--- config.mk ---
export PLATFORM = sky130hd
export DESIGN_NAME = block_frequency_statistic
export DESIGN_NICKNAME = d
export VERILOG_FILES = /design/src/design/bfs_pkg.sv /design/src/design/bfs_count.sv /design/src/design/bfs_accum.sv /design/src/design/block_frequency_statistic.sv
export SDC_FILE = /design/constraint.sdc
export NUM_CORES = 1
export LEC_CHECK = 0
export BUFFER_PORTS_ARGS = -buffer_cell sky130_fd_sc_hd__clkbuf_2
export CORE_ASPECT_RATIO = 0.5
export CORE_UTILIZATION = 55
export DETAILED_ROUTE_END_ITERATION = 12
export PLACE_DENSITY = 0.73
export SYNTH_ARGS = -nofsm -noshare
export SYNTH_HDL_FRONTEND = slang
export SYNTH_HIERARCHICAL = 1
export SYNTH_SLANG_ARGS = --single-unit
--- constraint.sdc ---
create_clock -name clk -period 10.81 [get_ports clk]
set_input_delay 0.5405 -clock clk [delete_from_list [all_inputs] [get_ports clk]]
set_output_delay 0.5405 -clock clk [all_outputs]
set_load 0.1 [all_outputs]
--- src/design/bfs_pkg.sv ---
`timescale 1ns / 1ps
// ----------------------------------------------------------------------------
// bfs_pkg
// Shared constants and helpers for the block frequency statistic.
// ----------------------------------------------------------------------------
package bfs_pkg;

	// configuration register indexes
	localparam int REG_BLOCK_LENGTH = 0;
	localparam int REG_BLOCK_TOTAL  = 1;
	localparam int CFG_INDEX_W      = 2;

	// register reset values
	localparam int DEF_BLOCK_LENGTH = 128;
	localparam int DEF_BLOCK_TOTAL  = 1;

	// shortest block in bits, also the byte size
	localparam int MIN_BLOCK_LENGTH = 8;

	// result field widths
	localparam int ONES_W   = 16;
	localparam int TERM_W   = 32;
	localparam int SUM_W    = 56;
	localparam int NUMBER_W = 24;

	function automatic logic [3:0] popcount8(input logic [7:0] v);
		logic [3:0] n;
		n = 4'd0;
		for (int i = 0; i < 8; i++) begin
			n = n + 4'(v[i]);
		end
		return n;
	endfunction

endpackage

--- src/design/bfs_count.sv ---
`timescale 1ns / 1ps
// ----------------------------------------------------------------------------
// bfs_count
// Input register and bit counting: splits each byte at the block boundary,
// keeps the per-block ones count and the block index.
// ----------------------------------------------------------------------------
module bfs_count #(
	parameter int LENGTH_WIDTH = 16,
	parameter int COUNT_WIDTH  = 24
) (
	input  logic                    clk,
	input  logic                    arst_n,
	input  logic                    en,
	input  logic                    take,
	input  logic [7:0]              data_byte,
	input  logic                    seq_clear,
	input  logic [LENGTH_WIDTH-1:0] len,
	input  logic [COUNT_WIDTH-1:0]  total,
	output logic                    valid_s2,
	output logic [LENGTH_WIDTH-1:0] ones_s2,
	output logic [LENGTH_WIDTH-1:0] diff_s2,
	output logic [COUNT_WIDTH-1:0]  number_s2,
	output logic                    last_s2
);
	import bfs_pkg::*;

	logic                    valid_s1;
	logic [7:0]              byte_s1;
	logic [LENGTH_WIDTH-1:0] ones_q;
	logic [LENGTH_WIDTH-1:0] bits_q;
	logic [COUNT_WIDTH-1:0]  blocks_q;
	logic                    finished_q;

	logic [LENGTH_WIDTH-1:0] rem;
	logic                    done;
	logic [8:0]              head_mask;
	logic [7:0]              head_bits;
	logic [7:0]              tail_bits;
	logic [LENGTH_WIDTH-1:0] ones_blk;
	logic [LENGTH_WIDTH:0]   twice;
	logic [LENGTH_WIDTH:0]   len_x;
	logic [LENGTH_WIDTH:0]   diff_x;
	logic [COUNT_WIDTH:0]    blocks_inc;
	logic                    last;
	logic                    live;

	// bits still missing from the current block, at least one
	assign rem       = len - bits_q;
	assign done      = rem <= LENGTH_WIDTH'(MIN_BLOCK_LENGTH);
	assign head_mask = (9'd1 << rem[3:0]) - 9'd1;
	assign head_bits = byte_s1 & head_mask[7:0];
	assign tail_bits = byte_s1 & ~head_mask[7:0];
	assign ones_blk  = ones_q + LENGTH_WIDTH'(popcount8(head_bits));
	assign twice     = {ones_blk, 1'b0};
	assign len_x     = {1'b0, len};
	assign diff_x    = (twice >= len_x) ? (twice - len_x) : (len_x - twice);
	assign blocks_inc = {1'b0, blocks_q} + (COUNT_WIDTH+1)'(1);
	assign last      = blocks_inc >= {1'b0, total};
	assign live      = en && valid_s1 && !finished_q;

	always_ff @(posedge clk or negedge arst_n) begin
		if (!arst_n) begin
			valid_s1 <= 1'b0;
		end else if (en) begin
			valid_s1 <= take;
		end
	end

	always_ff @(posedge clk) begin
		if (take) begin
			byte_s1 <= data_byte;
		end
	end

	always_ff @(posedge clk or negedge arst_n) begin
		if (!arst_n) begin
			ones_q     <= '0;
			bits_q     <= '0;
			blocks_q   <= '0;
			finished_q <= 1'b0;
		end else if (seq_clear) begin
			ones_q     <= '0;
			bits_q     <= '0;
			blocks_q   <= '0;
			finished_q <= 1'b0;
		end else if (live) begin
			if (done && last) begin
				// rest of the byte is dropped, sequence closes
				ones_q     <= '0;
				bits_q     <= '0;
				blocks_q   <= '0;
				finished_q <= 1'b1;
			end else if (done) begin
				ones_q   <= LENGTH_WIDTH'(popcount8(tail_bits));
				bits_q   <= LENGTH_WIDTH'(4'd8 - rem[3:0]);
				blocks_q <= blocks_inc[COUNT_WIDTH-1:0];
			end else begin
				ones_q <= ones_q + LENGTH_WIDTH'(popcount8(byte_s1));
				bits_q <= bits_q + LENGTH_WIDTH'(MIN_BLOCK_LENGTH);
			end
		end
	end

	always_ff @(posedge clk or negedge arst_n) begin
		if (!arst_n) begin
			valid_s2 <= 1'b0;
		end else if (en) begin
			valid_s2 <= valid_s1 && !finished_q && done;
		end
	end

	always_ff @(posedge clk) begin
		if (en) begin
			ones_s2   <= ones_blk;
			diff_s2   <= diff_x[LENGTH_WIDTH-1:0];
			number_s2 <= blocks_q;
			last_s2   <= last;
		end
	end

endmodule

--- src/design/bfs_accum.sv ---
`timescale 1ns / 1ps
// ----------------------------------------------------------------------------
// bfs_accum
// Squares the block deviation, adds it into the saturating sum and holds
// the result register.
// ----------------------------------------------------------------------------
module bfs_accum #(
	parameter int LENGTH_WIDTH = 16,
	parameter int COUNT_WIDTH  = 24
) (
	input  logic                          clk,
	input  logic                          arst_n,
	input  logic                          en,
	input  logic                          seq_clear,
	input  logic                          valid_s2,
	input  logic [LENGTH_WIDTH-1:0]       ones_s2,
	input  logic [LENGTH_WIDTH-1:0]       diff_s2,
	input  logic [COUNT_WIDTH-1:0]        number_s2,
	input  logic                          last_s2,
	output logic                          out_valid,
	output logic [bfs_pkg::ONES_W-1:0]    block_ones,
	output logic [bfs_pkg::TERM_W-1:0]    block_term,
	output logic [bfs_pkg::SUM_W-1:0]     running_sum,
	output logic [bfs_pkg::NUMBER_W-1:0]  block_number,
	output logic                          last_block
);
	import bfs_pkg::*;

	localparam int PW = 2 * LENGTH_WIDTH;

	logic                    valid_s3;
	logic [PW-1:0]           prod_s3;
	logic [LENGTH_WIDTH-1:0] ones_s3;
	logic [COUNT_WIDTH-1:0]  number_s3;
	logic                    last_s3;
	logic [SUM_W-1:0]        acc_q;

	logic [63:0]             prod_ext;
	logic [TERM_W-1:0]       term_sat;
	logic [SUM_W:0]          sum_x;
	logic [SUM_W-1:0]        sum_sat;

	assign prod_ext = 64'(prod_s3);
	assign term_sat = (prod_ext > 64'(32'hFFFF_FFFF)) ? '1 : prod_ext[TERM_W-1:0];
	// full product goes into the sum, which saturates at its own width; the reported term saturates separately
	assign sum_x    = {1'b0, acc_q} + (SUM_W+1)'(prod_s3);
	assign sum_sat  = sum_x[SUM_W] ? '1 : sum_x[SUM_W-1:0];

	always_ff @(posedge clk or negedge arst_n) begin
		if (!arst_n) begin
			valid_s3  <= 1'b0;
			out_valid <= 1'b0;
		end else if (en) begin
			valid_s3  <= valid_s2;
			out_valid <= valid_s3;
		end
	end

	always_ff @(posedge clk) begin
		if (en) begin
			prod_s3   <= PW'(diff_s2) * PW'(diff_s2);
			ones_s3   <= ones_s2;
			number_s3 <= number_s2;
			last_s3   <= last_s2;
		end
	end

	always_ff @(posedge clk) begin
		if (en && valid_s3) begin
			block_ones   <= ONES_W'(ones_s3);
			block_term   <= term_sat;
			running_sum  <= sum_sat;
			block_number <= NUMBER_W'(number_s3);
			last_block   <= last_s3;
		end
	end

	always_ff @(posedge clk or negedge arst_n) begin
		if (!arst_n) begin
			acc_q <= '0;
		end else if (seq_clear) begin
			acc_q <= '0;
		end else if (en && valid_s3) begin
			acc_q <= last_s3 ? '0 : sum_sat;
		end
	end

endmodule

--- src/design/block_frequency_statistic.sv ---
`timescale 1ns / 1ps
// ----------------------------------------------------------------------------
// block_frequency_statistic
// Block frequency statistic over a byte stream, bit zero of each byte first.
// ----------------------------------------------------------------------------
// usage
//   input channel: data_byte with in_valid / in_ready, one byte per transfer
//   output channel: one result per completed block with out_valid / out_ready
//   config: cfg_we writes cfg_data to register cfg_index (0 block_length,
//     1 block_total); any write to either register starts a new sequence
//   throughput: one byte per clock unless stalled; a block of at least
//     eight bits ends in at most one byte, so each byte gives at most one
//     result; the byte that completes a block passes the input register,
//     count stage, squaring stage and result register before its result
//     is presented
//   stall: all stages advance together; while a result waits in the result
//     register and out_ready is low, in_ready is low
//   end of sequence: after the last block the rest of that byte and every
//     later byte are taken without a result until the next write or reset
//   reset: registers go to block_length 128, block_total 1, sums cleared
// ----------------------------------------------------------------------------
module block_frequency_statistic #(
	parameter int LENGTH_WIDTH = 16,
	parameter int COUNT_WIDTH  = 24
) (
	input  logic                                    clk,
	input  logic                                    arst_n,
	input  logic                                    cfg_we,
	input  logic [bfs_pkg::CFG_INDEX_W-1:0]         cfg_index,
	input  logic [((LENGTH_WIDTH > COUNT_WIDTH) ? LENGTH_WIDTH : COUNT_WIDTH)-1:0] cfg_data,
	input  logic                                    in_valid,
	output logic                                    in_ready,
	input  logic [7:0]                              data_byte,
	output logic                                    out_valid,
	input  logic                                    out_ready,
	output logic [bfs_pkg::ONES_W-1:0]              block_ones,
	output logic [bfs_pkg::TERM_W-1:0]              block_term,
	output logic [bfs_pkg::SUM_W-1:0]               running_sum,
	output logic [bfs_pkg::NUMBER_W-1:0]            block_number,
	output logic                                    last_block
);
	import bfs_pkg::*;

	logic [LENGTH_WIDTH-1:0] block_length_q;
	logic [COUNT_WIDTH-1:0]  block_total_q;
	logic [LENGTH_WIDTH-1:0] len;
	logic [COUNT_WIDTH-1:0]  total;
	logic                    wr_length;
	logic                    wr_total;
	logic                    seq_clear;
	logic                    en;
	logic                    take;

	logic                    valid_s2;
	logic [LENGTH_WIDTH-1:0] ones_s2;
	logic [LENGTH_WIDTH-1:0] diff_s2;
	logic [COUNT_WIDTH-1:0]  number_s2;
	logic                    last_s2;

	assign wr_length = cfg_we && (cfg_index == CFG_INDEX_W'(REG_BLOCK_LENGTH));
	assign wr_total  = cfg_we && (cfg_index == CFG_INDEX_W'(REG_BLOCK_TOTAL));
	assign seq_clear = wr_length || wr_total;

	always_ff @(posedge clk or negedge arst_n) begin
		if (!arst_n) begin
			block_length_q <= LENGTH_WIDTH'(DEF_BLOCK_LENGTH);
			block_total_q  <= COUNT_WIDTH'(DEF_BLOCK_TOTAL);
		end else begin
			if (wr_length) begin
				block_length_q <= cfg_data[LENGTH_WIDTH-1:0];
			end
			if (wr_total) begin
				block_total_q <= cfg_data[COUNT_WIDTH-1:0];
			end
		end
	end

	// short lengths act as eight bits, a zero total as one block
	assign len   = (block_length_q < LENGTH_WIDTH'(MIN_BLOCK_LENGTH)) ?
		LENGTH_WIDTH'(MIN_BLOCK_LENGTH) : block_length_q;
	assign total = (block_total_q == '0) ? COUNT_WIDTH'(1) : block_total_q;

	assign en       = !out_valid || out_ready;
	assign in_ready = en;
	assign take     = in_valid && en;

	bfs_count #(
		.LENGTH_WIDTH(LENGTH_WIDTH),
		.COUNT_WIDTH (COUNT_WIDTH)
	) u_count (
		.clk      (clk),
		.arst_n   (arst_n),
		.en       (en),
		.take     (take),
		.data_byte(data_byte),
		.seq_clear(seq_clear),
		.len      (len),
		.total    (total),
		.valid_s2 (valid_s2),
		.ones_s2  (ones_s2),
		.diff_s2  (diff_s2),
		.number_s2(number_s2),
		.last_s2  (last_s2)
	);

	bfs_accum #(
		.LENGTH_WIDTH(LENGTH_WIDTH),
		.COUNT_WIDTH (COUNT_WIDTH)
	) u_accum (
		.clk         (clk),
		.arst_n      (arst_n),
		.en          (en),
		.seq_clear   (seq_clear),
		.valid_s2    (valid_s2),
		.ones_s2     (ones_s2),
		.diff_s2     (diff_s2),
		.number_s2   (number_s2),
		.last_s2     (last_s2),
		.out_valid   (out_valid),
		.block_ones  (block_ones),
		.block_term  (block_term),
		.running_sum (running_sum),
		.block_number(block_number),
		.last_block  (last_block)
	);

endmodule
After elaboration in Yosys (flattened, before gate mapping)
Index checks and enable logic that the tools add are counted.
- flip-flop bits (word level): 424
- input port bits: 39
- output and inout port bits: 131
- word-level logic and storage cells: 110
- $add $sub $neg: 31
- multipliers: 1
- $lt $le $gt $ge: 5
- equality and inequality tests: 1
- shift operators: 1
- multiplexer cells: 22
- bitwise operators: 3
- reductions and logical operators: 21
- operators with widths (kind ; count):
    $mux W56 ; 4
    $mux W16 ; 10
    $mux W24 ; 5
    $add A4 B1 Y4 ; 18
    $add A56 B32 Y57 ; 1
    $sub A16 B16 Y16 ; 3
    $add A16 B4 Y16 ; 2
    $gt A32 B32 Y1 const B ; 1
    $mul A16 B16 Y32 ; 1
    $add A24 B1 Y25 const B ; 1
    $ge A25 B24 Y1 ; 1
    $logic_not A24 Y1 ; 1
    $ge A17 B16 Y1 ; 1
    $add A16 B4 Y16 const B ; 1
    $and A8 B8 Y8 ; 2
    $le A16 B4 Y1 const B ; 1
    $lt A16 B4 Y1 const B ; 1
    $logic_and A1 B1 Y1 ; 9
    $not A8 Y8 ; 1
    $shl A1 B4 Y8 const A ; 1
    $sub A8 B1 Y8 const B ; 1
    $add A1 B1 Y2 ; 3
    $reduce_bool A2 Y1 ; 3
    $sub A4 B4 Y5 const A ; 1
    other kinds (7) ; 12

Logic depth before layout (Yosys ltp)
Gate-level depths: netlist (run 1).
- word-level depth: 18
- mapped depth: 43
- depth with buffers taken out: 39

Hierarchy
Netlist (run 1), hierarchy kept.
- by module, submodules not included (module ; times used ; cells an instance ; area each (um^2) ; seq. area each (um^2)):
    bfs_accum ; 1 ; 1670 ; 18506.5 ; 7457.2
    bfs_count ; 1 ; 1041 ; 9659.3 ; 3428.3
    block_frequency_statistic ; 1 ; 142 ; 1830.5 ; 1003.5

Worst setup path after synthesis (run 1)
No wires, ideal clock.
- path kind: register to register
- from: register u_accum.out_valid
- to: register u_accum.acc_q[10]
- setup time: 0.121 ns
- arrival time: 8.802 ns
- required time: 10.689 ns
- slack: 1.887 ns
- cell stages (with the launch flop): 8
- buffers on the path: 2
- period minus slack after synthesis: 8.923 ns
- cells stage by stage: dfrtp_1 nand2b_1 nand2_1 inv_1 nor2_1 clkbuf_1 clkbuf_1 a22o_1
- cells in the longest elaborated chain, start to end: 4
- RTL lines (item ; line ; text):
    start, declared ; bfs_accum.sv:20 ; output logic out_valid,
    start signal, assigned ; bfs_accum.sv:55 ; out_valid <= valid_s3;
    $logic_not A1 Y1 ; block_frequency_statistic.sv:83 ; assign en = !out_valid || out_ready;
    $logic_or A1 B1 Y1 ; block_frequency_statistic.sv:83 ;
    named net in_ready ; block_frequency_statistic.sv:32 ; output logic in_ready,
    $logic_and A1 B1 Y1 ; bfs_accum.sv:83 ; end else if (en && valid_s3) begin
    $reduce_bool A2 Y1 (no line) ; n/a ;
    end signal, assigned ; bfs_accum.sv:84 ; acc_q <= last_s3 ? '0 : sum_sat;
    end, declared ; bfs_accum.sv:36 ; logic [SUM_W-1:0] acc_q;
The timed path passes the listed nets, and every way through them passes these cells.
A chain may end at the register's enable or synchronous reset.

Worst setup path in the final report (run 1)
- from: register block_length_q[14]
- to: register u_count.diff_s2[14] (data pin)
- cells in the longest elaborated chain, start to end: 16
- elaborated cells on any way between the ends: 18
- those cells by class: add/sub (12); order compare (2); shift (1); mux (2); bitwise (1)
- RTL lines (item ; line ; text):
    start, declared ; block_frequency_statistic.sv:44 ; logic [LENGTH_WIDTH-1:0] block_length_q;
    start signal, assigned ; block_frequency_statistic.sv:66 ; block_length_q <= LENGTH_WIDTH'(DEF_BLOCK_LENGTH);
    start signal, assigned ; block_frequency_statistic.sv:70 ; block_length_q <= cfg_data[LENGTH_WIDTH-1:0];
    $lt A16 B4 Y1 * ; block_frequency_statistic.sv:79 ; assign len = (block_length_q < LENGTH_WIDTH'(MIN_BLOCK_LENGTH)) ?
    $mux W16 * ; block_frequency_statistic.sv:79 ;
    named net len[0] ; block_frequency_statistic.sv:46 ; logic [LENGTH_WIDTH-1:0] len;
    $sub A16 B16 Y16 * ; bfs_count.sv:48 ; assign rem = len - bits_q;
    $shl A1 B4 Y8 * ; bfs_count.sv:50 ; assign head_mask = (9'd1 << rem[3:0]) - 9'd1;
    $sub A8 B1 Y8 * ; bfs_count.sv:50 ;
    $and A8 B8 Y8 * ; bfs_count.sv:51 ; assign head_bits = byte_s1 & head_mask[7:0];
    $add A1 B1 Y2 ; bfs_pkg.sv:30 ; n = n + 4'(v[i]);
    $add A4 B1 Y4 (5 in series) ; bfs_pkg.sv:30 ;
    $add A4 B1 Y4 * ; bfs_pkg.sv:30 ;
    $add A16 B4 Y16 * ; bfs_count.sv:53 ; assign ones_blk = ones_q + LENGTH_WIDTH'(popcount8(head_bits));
    named net u_count.ones_blk[5] ; bfs_count.sv:39 ; logic [LENGTH_WIDTH-1:0] ones_blk;
    $sub A16 B16 Y16 or $ge A17 B16 Y1 (tied branches) ; bfs_count.sv:56 ; assign diff_x = (twice >= len_x) ? (twice - len_x) : (len_x - twice);
    $mux W16 * ; bfs_count.sv:56 ;
    named net u_count.diff_x[14] ; bfs_count.sv:42 ; logic [LENGTH_WIDTH:0] diff_x;
    end signal, assigned ; bfs_count.sv:115 ; diff_s2 <= diff_x[LENGTH_WIDTH-1:0];
    end, declared ; bfs_count.sv:21 ; output logic [LENGTH_WIDTH-1:0] diff_s2,
Mark *: on every way through the listed nets, which the timed path passes. The rest lies on a longest branch.

==> flow_summary.yaml, run 1 <==
global_routing:
  grt_pass1_wl_um: 112000
  antenna_found_initial: 0
  grt_pass1_vias: 20800
  overflow: 0
  grt_max_degree: 95
  track_usage_pct: 25.3
run_status:
  status: "completed"
logic_synthesis:
  ys_seq_elements: 422
  synth_cell_types: 110
  avgSynthCellArea_um2: 10.5
  syn-cell-area_um2: 30000
  ys_async_sr_fraction_pct: 37.2
  seq_area_frac_synth_pct: 39.6
  synth_flop_cell: "edfxtp_1"
  yosysWarnings: 6
  syn_nets: 3295
  syn_inst: 2853
  synth_edf_count: 265
place:
  port_buffers: 168
  dp_hpwl_um: 52600
  gp_congestion: 0.921
critical_path:
  arrival_ps: 10410
  max_stage_delay_ps: 540
  criticalPathCategory: "reg -> reg"
  cp.required_ps: 11130
  end_kind: "flip-flop"
  crit_fanout: 10
  crit_path_top_delay_cell: "fa_1"
  critPathLaunch: "block_length_q[14]$_DFFE_PN0P_"
  worst-path-buf-inv: 2
  path_common_cell: "ha_1"
  r2r_start: "block_length_q[14]$_DFFE_PN0P_"
  start_kind: "flip-flop"
  path_delay_family: "adder cells"
routing:
  postRouteAntennaNets: 0
  routed_wl_um: 69900
  drt_iter0_drc: 1741
  wl_per_cell_um: 19.0
  dr.pass1.iters: 5
  vias: 21200
  drc: 0
  vias_per_cell: 5.76
clock_tree:
  cts.clk_slew.worst_paths_ps: 70
  clk_latency_ps: 580
  cts_buffers: 40
  clk_path_buf_depth: 3
  postCtsSetupBuffers: 0
  cts_tree: "yes"
  clock-root-buffer: "clkbuf_16"
  clock_sinks: 422
  ctsHtreeMaxLevel: 2
layout:
  syn_to_final_growth_pct: 8.44
  fin_util_pct: 60.4
  diodes: 0
  layout_common_cells: "inv_1, edfxtp_1, nand2_1"
  drive_above_1_share_pct: 12.2
  layout.nets: 3379
  final_common_cell: "inv_1"
sta:
  worstMarginPinSlew_ps: 1160
  maxSlewHeadroom_pct: 22.3
  setup_violations: 0
  slew_viol_final: 0
  finalCriticalPeriod_ps: 10090
  finalHoldViolCount: 0
  holdWs_ps: 56.2
  period_share_pct: 93.4
  clock_skew_ps: 23.9
  fmax_mhz: 99.1
worst_hold_path:
  hp-class: "in -> async"
floorplanning:
  ioPinCount: 170
  dieArea_um2: 55500
  floorplan.rows: 60
  core_area_um2: 53800
  die_width_um: 332
  die_h_um: 167
  start_util_pct: 55.7
run:
  maxCapViolCount: 0
## area by class of cell
cell class	count	area, µm²
inverter	376	1420
multi-input combinational	1913	16100
tap	713	892
sequential	422	11900
fill	4439	21300
clock buffer	55	1090
clock inverter	19	179
timing repair buffer	184	967
## through the flow
stage               instance area, µm²  setup TNS [ps]  setup WS (ps)  cells
floorplan                        30000               0           1890   2853
global placement                 31300               0            791   3608
detailed placement               31300               0            622   3608
CTS                              32500               0            594   3682
global route                     32500           -11.0          -11.0   3682
finish                           32500               0            715   3682
## worst reg2reg max path: cells and delay by family, from the launching register on
kind            cells  cell delay [ps]
fa+ha+maj          10             3370
buf+inv             2              200
flops               1              430
compound gates     11             3180
simple gates        6             1660
xor+xnor            4             1030
## what timing repair did
action,CTS,global route
hold endpoints to repair,0,0
endpoints found under the setup margin,0,5
gates resized for setup,0,2
hold buffers,0,0
## registers in the layout (all words and copies together), names as in the netlist, 8 cells and up
| signal | count |
|---|---|
| u_count/number_s2 | 24 |
| block_total_q | 24 |
| u_count/blocks_q | 24 |
| u_accum/number_s3 | 24 |
| u_count/bits_q | 16 |
| u_accum/block_ones | 16 |
| u_count/diff_s2 | 16 |
| u_accum/ones_s3 | 16 |
| u_count/ones_q | 16 |
| u_accum/block_number | 24 |
| u_accum/acc_q | 56 |
| u_accum/block_term | 31 |
| u_accum/prod_s3 | 31 |
| block_length_q | 16 |
| u_accum/running_sum | 56 |
| u_count/ones_s2 | 16 |
| u_count/byte_s1 | 8 |
## cell usage after synthesis, types with 6 or more instances
library cell	instances	area, µm²
mux2_4	10	150
dfrtp_1	155	3880
a31oi_1	23	144
nand3_1	64	320
nand2b_1	21	131
inv_1	375	1410
fa_1	181	3620
o22ai_1	9	56.3
o21bai_1	15	113
nand4b_1	10	87.6
nand4_1	35	219
o21ai_1	14	70.1
o2111ai_1	7	61.3
xnor2_1	94	823
o21ai_0	100	500
nor2b_1	21	131
a211oi_1	15	113
a22o_1	41	359
nor3_1	35	175
or4_1	9	67.6
nand2_1	223	837
clkbuf_1	106	398
a211o_1	9	78.8
and3_1	32	200
o21a_1	21	158
edfxtp_1	265	7960
and2_1	73	457
mux2i_1	11	110
o31ai_1	18	135
a21boi_0	6	45.0
a21oi_1	139	696
nor2_1	123	462
or2_2	15	93.8
nor3b_1	13	97.6
buf_2	24	120
ha_1	222	2780
o211ai_1	18	135
xor2_1	51	447
nor4_1	21	131
mux2_2	38	428
a221oi_1	7	61.3
a21o_1	58	435
## logic make-up after synthesis
family	Yosys count	share of synthesized area [%]
AO/OA/AOI/OAI	562	12.7
XOR/XNOR	146	4.29
adder cells (fa/ha/maj)	403	21.3
flip-flops	422	39.6
buffers and inverters	518	6.81
AND/OR/NAND/NOR	742	12.9
other	1	0.0125
multiplexers	59	2.29
## metal layers
| metal | global-route usage [%] | vias to the layer above | routed length (µm) |
|---|---|---|---|
| li1 | - | 10000 | - |
| met3 | 3.49 | 102 | 4350 |
| met2 | 39.4 | 676 | 31100 |
| met5 | 0 | - | 0 |
| met1 | 37.6 | 10400 | 32900 |
| met4 | 6.24 | 0 | 1550 |
## path summary, 6_finish.rpt
kind / end / slack, ps / cells past startpoint
max in group asynchronous: u_accum/acc_q[15]$_DFFE_PN0P_ / 9190 / 2
worst max-delay path: u_count/diff_s2[14]$_DFFE_PP_ / 720 / 33
min in group clk: u_count/byte_s1[3]$_DFFE_PP_ / 130 / 1
worst min register to register: u_accum/number_s3[4]$_DFFE_PP_ / 410 / 0
worst min-delay path: u_count/ones_q[12]$_DFFE_PN0P_ / 60 / 1
worst max register to register: u_count/diff_s2[14]$_DFFE_PP_ / 720 / 33
Power of run 1 is left out: the tool's default activity adds up to more than one toggle a clock period on the data nets, which glitch-free logic cannot reach.
==> run 2, diff against run 1 <==
--- a/config.mk
+++ b/config.mk
@@ -9,6 +9,7 @@
 export CORE_ASPECT_RATIO = 0.5
 export CORE_UTILIZATION = 55
 export DETAILED_ROUTE_END_ITERATION = 12
+export GPL_TIMING_DRIVEN = 0
 export PLACE_DENSITY = 0.73
 export SYNTH_ARGS = -nofsm -noshare
 export SYNTH_HDL_FRONTEND = slang
==> constraint.sdc (replaced) <==
create_clock -name clk -period 9.5 [get_ports clk]
set_input_delay 0.475 -clock clk [delete_from_list [all_inputs] [get_ports clk]]
set_output_delay 0.475 -clock clk [all_outputs]
set_load 0.1 [all_outputs]
==> flow_summary.yaml, run 2 (synthesis gave the netlist of run 1 again) <==
layout:
  final_common_cell: "inv_1"
  nFillCells: 4348
  layout_common_cells: "inv_1, edfxtp_1, nand2_1"
  diodes: 0
  drive_above_1_share_pct: 14.2
  syn_to_final_growth_pct: 12.1
  layout.nets: 3521
  top_regs: "u_accum/acc_q x56, u_accum/running_sum x56"
place:
  place_ws_ps: -946
  dp_hpwl_um: 54800
  port_buffers: 168
  gp_congestion: 0.973
sta:
  finalCriticalPeriod_ps: 9230
  clock_skew_ps: 27.9
  finalHoldViolCount: 0
  finalWorstSetupSlack_ps: 275
  rsz0062_at_grt: "yes"
  maxSlewHeadroom_pct: 45.1
  period_share_pct: 97.1
  worstMarginPinSlew_ps: 817
  fmax_mhz: 108
  setup_violations: 0
  slew_viol_final: 0
clock_tree:
  clk_latency_ps: 580
  clock-root-buffer: "clkbuf_16"
  ctsHtreeMaxLevel: 2
  cts_buffers: 40
  cts_tree: "yes"
  clock_sinks: 422
  cts.clk_slew.worst_paths_ps: 70
  clk_path_buf_depth: 3
routing:
  postRouteAntennaNets: 0
  wl_per_cell_um: 18.8
  routed_wl_um: 72100
  vias_per_cell: 5.75
  drc: 0
  drt_iter0_drc: 1926
  dr.pass1.iters: 6
  vias: 22000
floorplanning:
  die_h_um: 167
  dieArea_um2: 55500
  die_width_um: 332
  core_area_um2: 53800
  floorplan.rows: 60
  start_util_pct: 55.7
  ioPinCount: 170
global_routing:
  antenna_found_initial: 0
  grt_pass1_vias: 21600
  grt_pass1_wl_um: 114000
  grt_max_degree: 89
  track_usage_pct: 25.8
  overflow: 0
critical_path:
  reg2reg_to: "u_count/diff_s2[14]$_DFFE_PP_"
  cp.required_ps: 9810
  crit_path_top_delay_cell: "fa_1"
  max_stage_delay_ps: 540
  arrival_ps: 9540
  criticalPathCategory: "reg -> reg"
  reg2reg_depth: 39
  start_kind: "flip-flop"
  r2r_slack_ps: 270
  crit_fanout: 10
  path_common_cell: "fa_1"
  r2r_start: "block_length_q[13]$_DFFE_PN0P_"
  end_kind: "flip-flop"
worst_hold_path:
  min_from: "data_byte[6]"
  hold_end: "u_count/byte_s1[6]$_DFFE_PP_"
  hold_path_depth: 1
  hp-class: "in -> reg"
run:
  maxCapViolCount: 0
run_status:
  status: "completed"
[run 2: changes by cell type in the layout (fill, tap and decap cells not counted), moves of 5 or more]
| cell | delta |
|---|---|
| buf_2 | +21 |
| buf_4 | +6 |
| buf_6 | +6 |
| clkbuf_1 | +93 |
| clkinv_2 | -5 |
| ha_1 | -9 |
| ha_4 | +7 |
| inv_6 | +6 |
| xnor2_1 | -5 |
| xnor2_2 | +5 |
| xor2_1 | -6 |
[run 2: through the flow]
step                      std cells  setup TNS, ps  util (%)  instance area (µm²)  hold slack [ps]
after floorplan                2853              0         -                30000              179
after global placement         3734        -227990      58.9                31700              403
after detailed placement       3738         -10580      59.2                31900              405
after CTS                      3816              0      61.9                33300             47.8
after global routing           3824           -680      62.5                33600             45.0
final                          3824              0      62.5                33600             66.3
[run 2: layout make-up]
type	instances	area (µm²)	share of cell area [%]
flip-flops and latches	422	11900	35.3
well taps	713	892	2.65
inverters	376	1420	4.22
repair buffers	191	1100	3.26
clock inverters	22	265	0.789
multi-input cells	1913	16400	48.7
plain buffers	135	626	1.86
clock buffers	52	1080	3.20
[run 2: worst max-delay path: cells and delay by family (launching register included)]
family,cells,cell delay (ps)
adders and majority gates,8,2860
xor gates and xnor gates,2,440
DFF,1,430
AOI/OAI and AO/OA,9,1750
buffers and inverters,6,730
and+or+nand+nor,14,2720
[run 2: what timing repair did]
action | 4_1_cts | 5_1_grt
buffers inserted | 7 | 11
gates resized for setup | 25 | 43
pin swaps | 6 | 16
endpoints found under the hold margin | 68 | 0
setup endpoints to repair | 15 | 15
hold buffers | 1 | 0
[run 2: worst max path at each step]
| stage | start | endpoint | slack (ps) | cells past startpoint |
|---|---|---|---|---|
| finish | block_length_q[13]$_DFFE_PN0P_ | u_count/diff_s2[14]$_DFFE_PP_ | 270 | 39 |
| global route | block_length_q[13]$_DFFE_PN0P_ | u_count/diff_s2[14]$_DFFE_PP_ | -190 | 38 |
| CTS | block_length_q[14]$_DFFE_PN0P_ | u_count/diff_s2[14]$_DFFE_PP_ | 5 | 40 |
| detailed placement | block_length_q[14]$_DFFE_PN0P_ | u_count/diff_s2[4]$_DFFE_PP_ | -950 | 41 |
| global placement | out_ready | u_accum/acc_q[31]$_DFFE_PN0P_ | -2360 | 8 |
| floorplan | u_accum/out_valid$_DFFE_PN0P_ | u_accum/acc_q[10]$_DFFE_PN0P_ | 580 | 7 |
[run 2: per-layer routing]
layer | GRT usage (%) | wire length, µm | vias to the layer above
met3 | 5.13 | 5250 | 105
met2 | 40.8 | 32600 | 777
met4 | 6.08 | 1500 | 0
met5 | 0 | 0 | -
li1 | - | - | 10300
met1 | 36.7 | 32700 | 10800
Power of run 2 is left out for the same reason.
==> run 3, diff against run 2 <==
--- a/config.mk
+++ b/config.mk
@@ -11,6 +11,7 @@
 export DETAILED_ROUTE_END_ITERATION = 12
 export GPL_TIMING_DRIVEN = 0
 export PLACE_DENSITY = 0.73
+export SLEW_MARGIN = 20
 export SYNTH_ARGS = -nofsm -noshare
 export SYNTH_HDL_FRONTEND = slang
 export SYNTH_HIERARCHICAL = 1
==> constraint.sdc (replaced) <==
create_clock -name clk -period 10.44 [get_ports clk]
set_input_delay 0.522 -clock clk [delete_from_list [all_inputs] [get_ports clk]]
set_output_delay 0.522 -clock clk [all_outputs]
set_load 0.1 [all_outputs]
==> flow_summary.yaml, run 3 (synthesis gave the netlist of run 1 again) <==
critical_path:
  crit_path_top_delay_cell: "fa_1"
  critPathLaunch: "block_length_q[14]$_DFFE_PN0P_"
  cp.required_ps: 10750
  crit_fanout: 10
  criticalPathCategory: "reg -> reg"
  reg2reg_to: "u_count/diff_s2[4]$_DFFE_PP_"
  path_common_cell: "ha_1"
  start_kind: "flip-flop"
  arrival_ps: 10220
  max_stage_delay_ps: 540
  r2r_start: "block_length_q[14]$_DFFE_PN0P_"
  r2r_slack_ps: 520
  reg2reg_depth: 37
  end_kind: "flip-flop"
sta:
  worstMarginPinSlew_ps: 831
  clock_skew_ps: 33.3
  finalCriticalPeriod_ps: 9920
  fmax_mhz: 101
  period_share_pct: 95.0
  slew_viol_final: 0
  rsz0062_at_grt: "no"
  finalWorstSetupSlack_ps: 522
  setup_violations: 0
  maxSlewHeadroom_pct: 44.2
  finalHoldViolCount: 0
layout:
  drive_above_1_share_pct: 12.8
  final_common_cell: "inv_1"
  nFillCells: 4327
  layout.nets: 3511
  diodes: 0
  layout_common_cells: "inv_1, edfxtp_1, nand2_1"
  top_regs: "u_accum/acc_q x56, u_accum/running_sum x56"
  syn_to_final_growth_pct: 11.1
place:
  port_buffers: 168
  gp_congestion: 0.973
  place_ws_ps: 4.21
  dp_hpwl_um: 54900
global_routing:
  overflow: 0
  grt_pass1_wl_um: 114000
  grt_pass1_vias: 21500
  antenna_found_initial: 0
  track_usage_pct: 25.7
  grt_max_degree: 81
run:
  maxCapViolCount: 0
routing:
  routed_wl_um: 71300
  drc: 0
  wl_per_cell_um: 18.7
  vias: 21900
  drt_iter0_drc: 2002
  vias_per_cell: 5.75
  dr.pass1.iters: 6
  postRouteAntennaNets: 0
worst_hold_path:
  hold_end: "u_count/byte_s1[2]$_DFFE_PP_"
  hold_path_depth: 1
  hp-class: "in -> reg"
  min_from: "data_byte[2]"
floorplanning:
  core_area_um2: 53800
  dieArea_um2: 55500
  die_h_um: 167
  floorplan.rows: 60
  ioPinCount: 170
  die_width_um: 332
  start_util_pct: 55.7
run_status:
  status: "completed"
clock_tree:
  clk_latency_ps: 590
  cts_buffers: 41
  cts.clk_slew.worst_paths_ps: 70
  clk_path_buf_depth: 3
  cts_tree: "yes"
  ctsHtreeMaxLevel: 2
  clock-root-buffer: "clkbuf_16"
  clock_sinks: 422
==> run 3: changes by cell type in the layout (fill, tap and decap cells not counted), moves of 4 or more <==
cell,before,now
ha_1,213,222
buf_4,22,3
inv_6,7,3
xnor2_1,89,93
xnor2_2,5,1
ha_4,7,0
==> run 3: cell type report <==
cell class              count  area [µm²]  share of cell area [%]
inverters                 376        1420                    4.26
plain buffers             142         631                    1.89
clock inverters            24         278                   0.834
multi-input cells        1913       16100                    48.4
repair buffers            173         970                    2.91
flip-flops and latches    422       11900                    35.7
clock buffers              51        1120                    3.37
well taps                 713         892                    2.68
==> run 3: worst max-delay path: cells and delay by family (launching register included) <==
family          cells  cell delay [ps]
xor+xnor            3              630
flops               1              410
compound gates     10             2270
mux                 1              240
fa+ha+maj           8             2850
simple gates       10             2150
buf+inv             5             1080
==> run 3: repair_timing <==
action                                  4_1_cts  5_1_grt
endpoints found under the setup margin        1       15
buffers inserted                              0        0
endpoints found under the hold margin         4        0
hold buffers                                  1        0
gates resized for setup                       2       11
cloned                                        0        0
==> run 3: through the flow <==
step	util [%]	instance area [µm²]	TNS [ps]	hold WS, ps	std cells
global route	61.9	33300	0	91.0	3814
floorplan	-	30000	0	226	2853
detailed placement	59.2	31900	0	405	3738
CTS	61.8	33300	0	83.2	3814
global placement	58.9	31700	-72330	403	3734
finish	61.9	33300	0	108	3814
==> run 3: worst max path at each step <==
stage	cells past startpoint	slack (ps)	endpoint
6_report	37	520	u_count/diff_s2[4]$_DFFE_PP_
3_5_place_dp	41	4	u_count/diff_s2[4]$_DFFE_PP_
4_1_cts	39	110	u_count/diff_s2[4]$_DFFE_PP_
2_1_floorplan	7	1520	u_accum/acc_q[10]$_DFFE_PN0P_
3_3_place_gp	8	-1470	u_accum/acc_q[31]$_DFFE_PN0P_
5_1_grt	39	10	u_count/diff_s2[4]$_DFFE_PP_
==> run 3: routing by layer <==
layer / vias up / GRT usage, % / share of wire, %
li1: 10300 / - / -
met1: 10800 / 36.8 / 46
met2: 763 / 40.0 / 44
met3: 108 / 5.37 / 7.4
met4: 0 / 6.62 / 2.3
met5: - / 0 / 0
Power of run 3 is left out for the same reason.
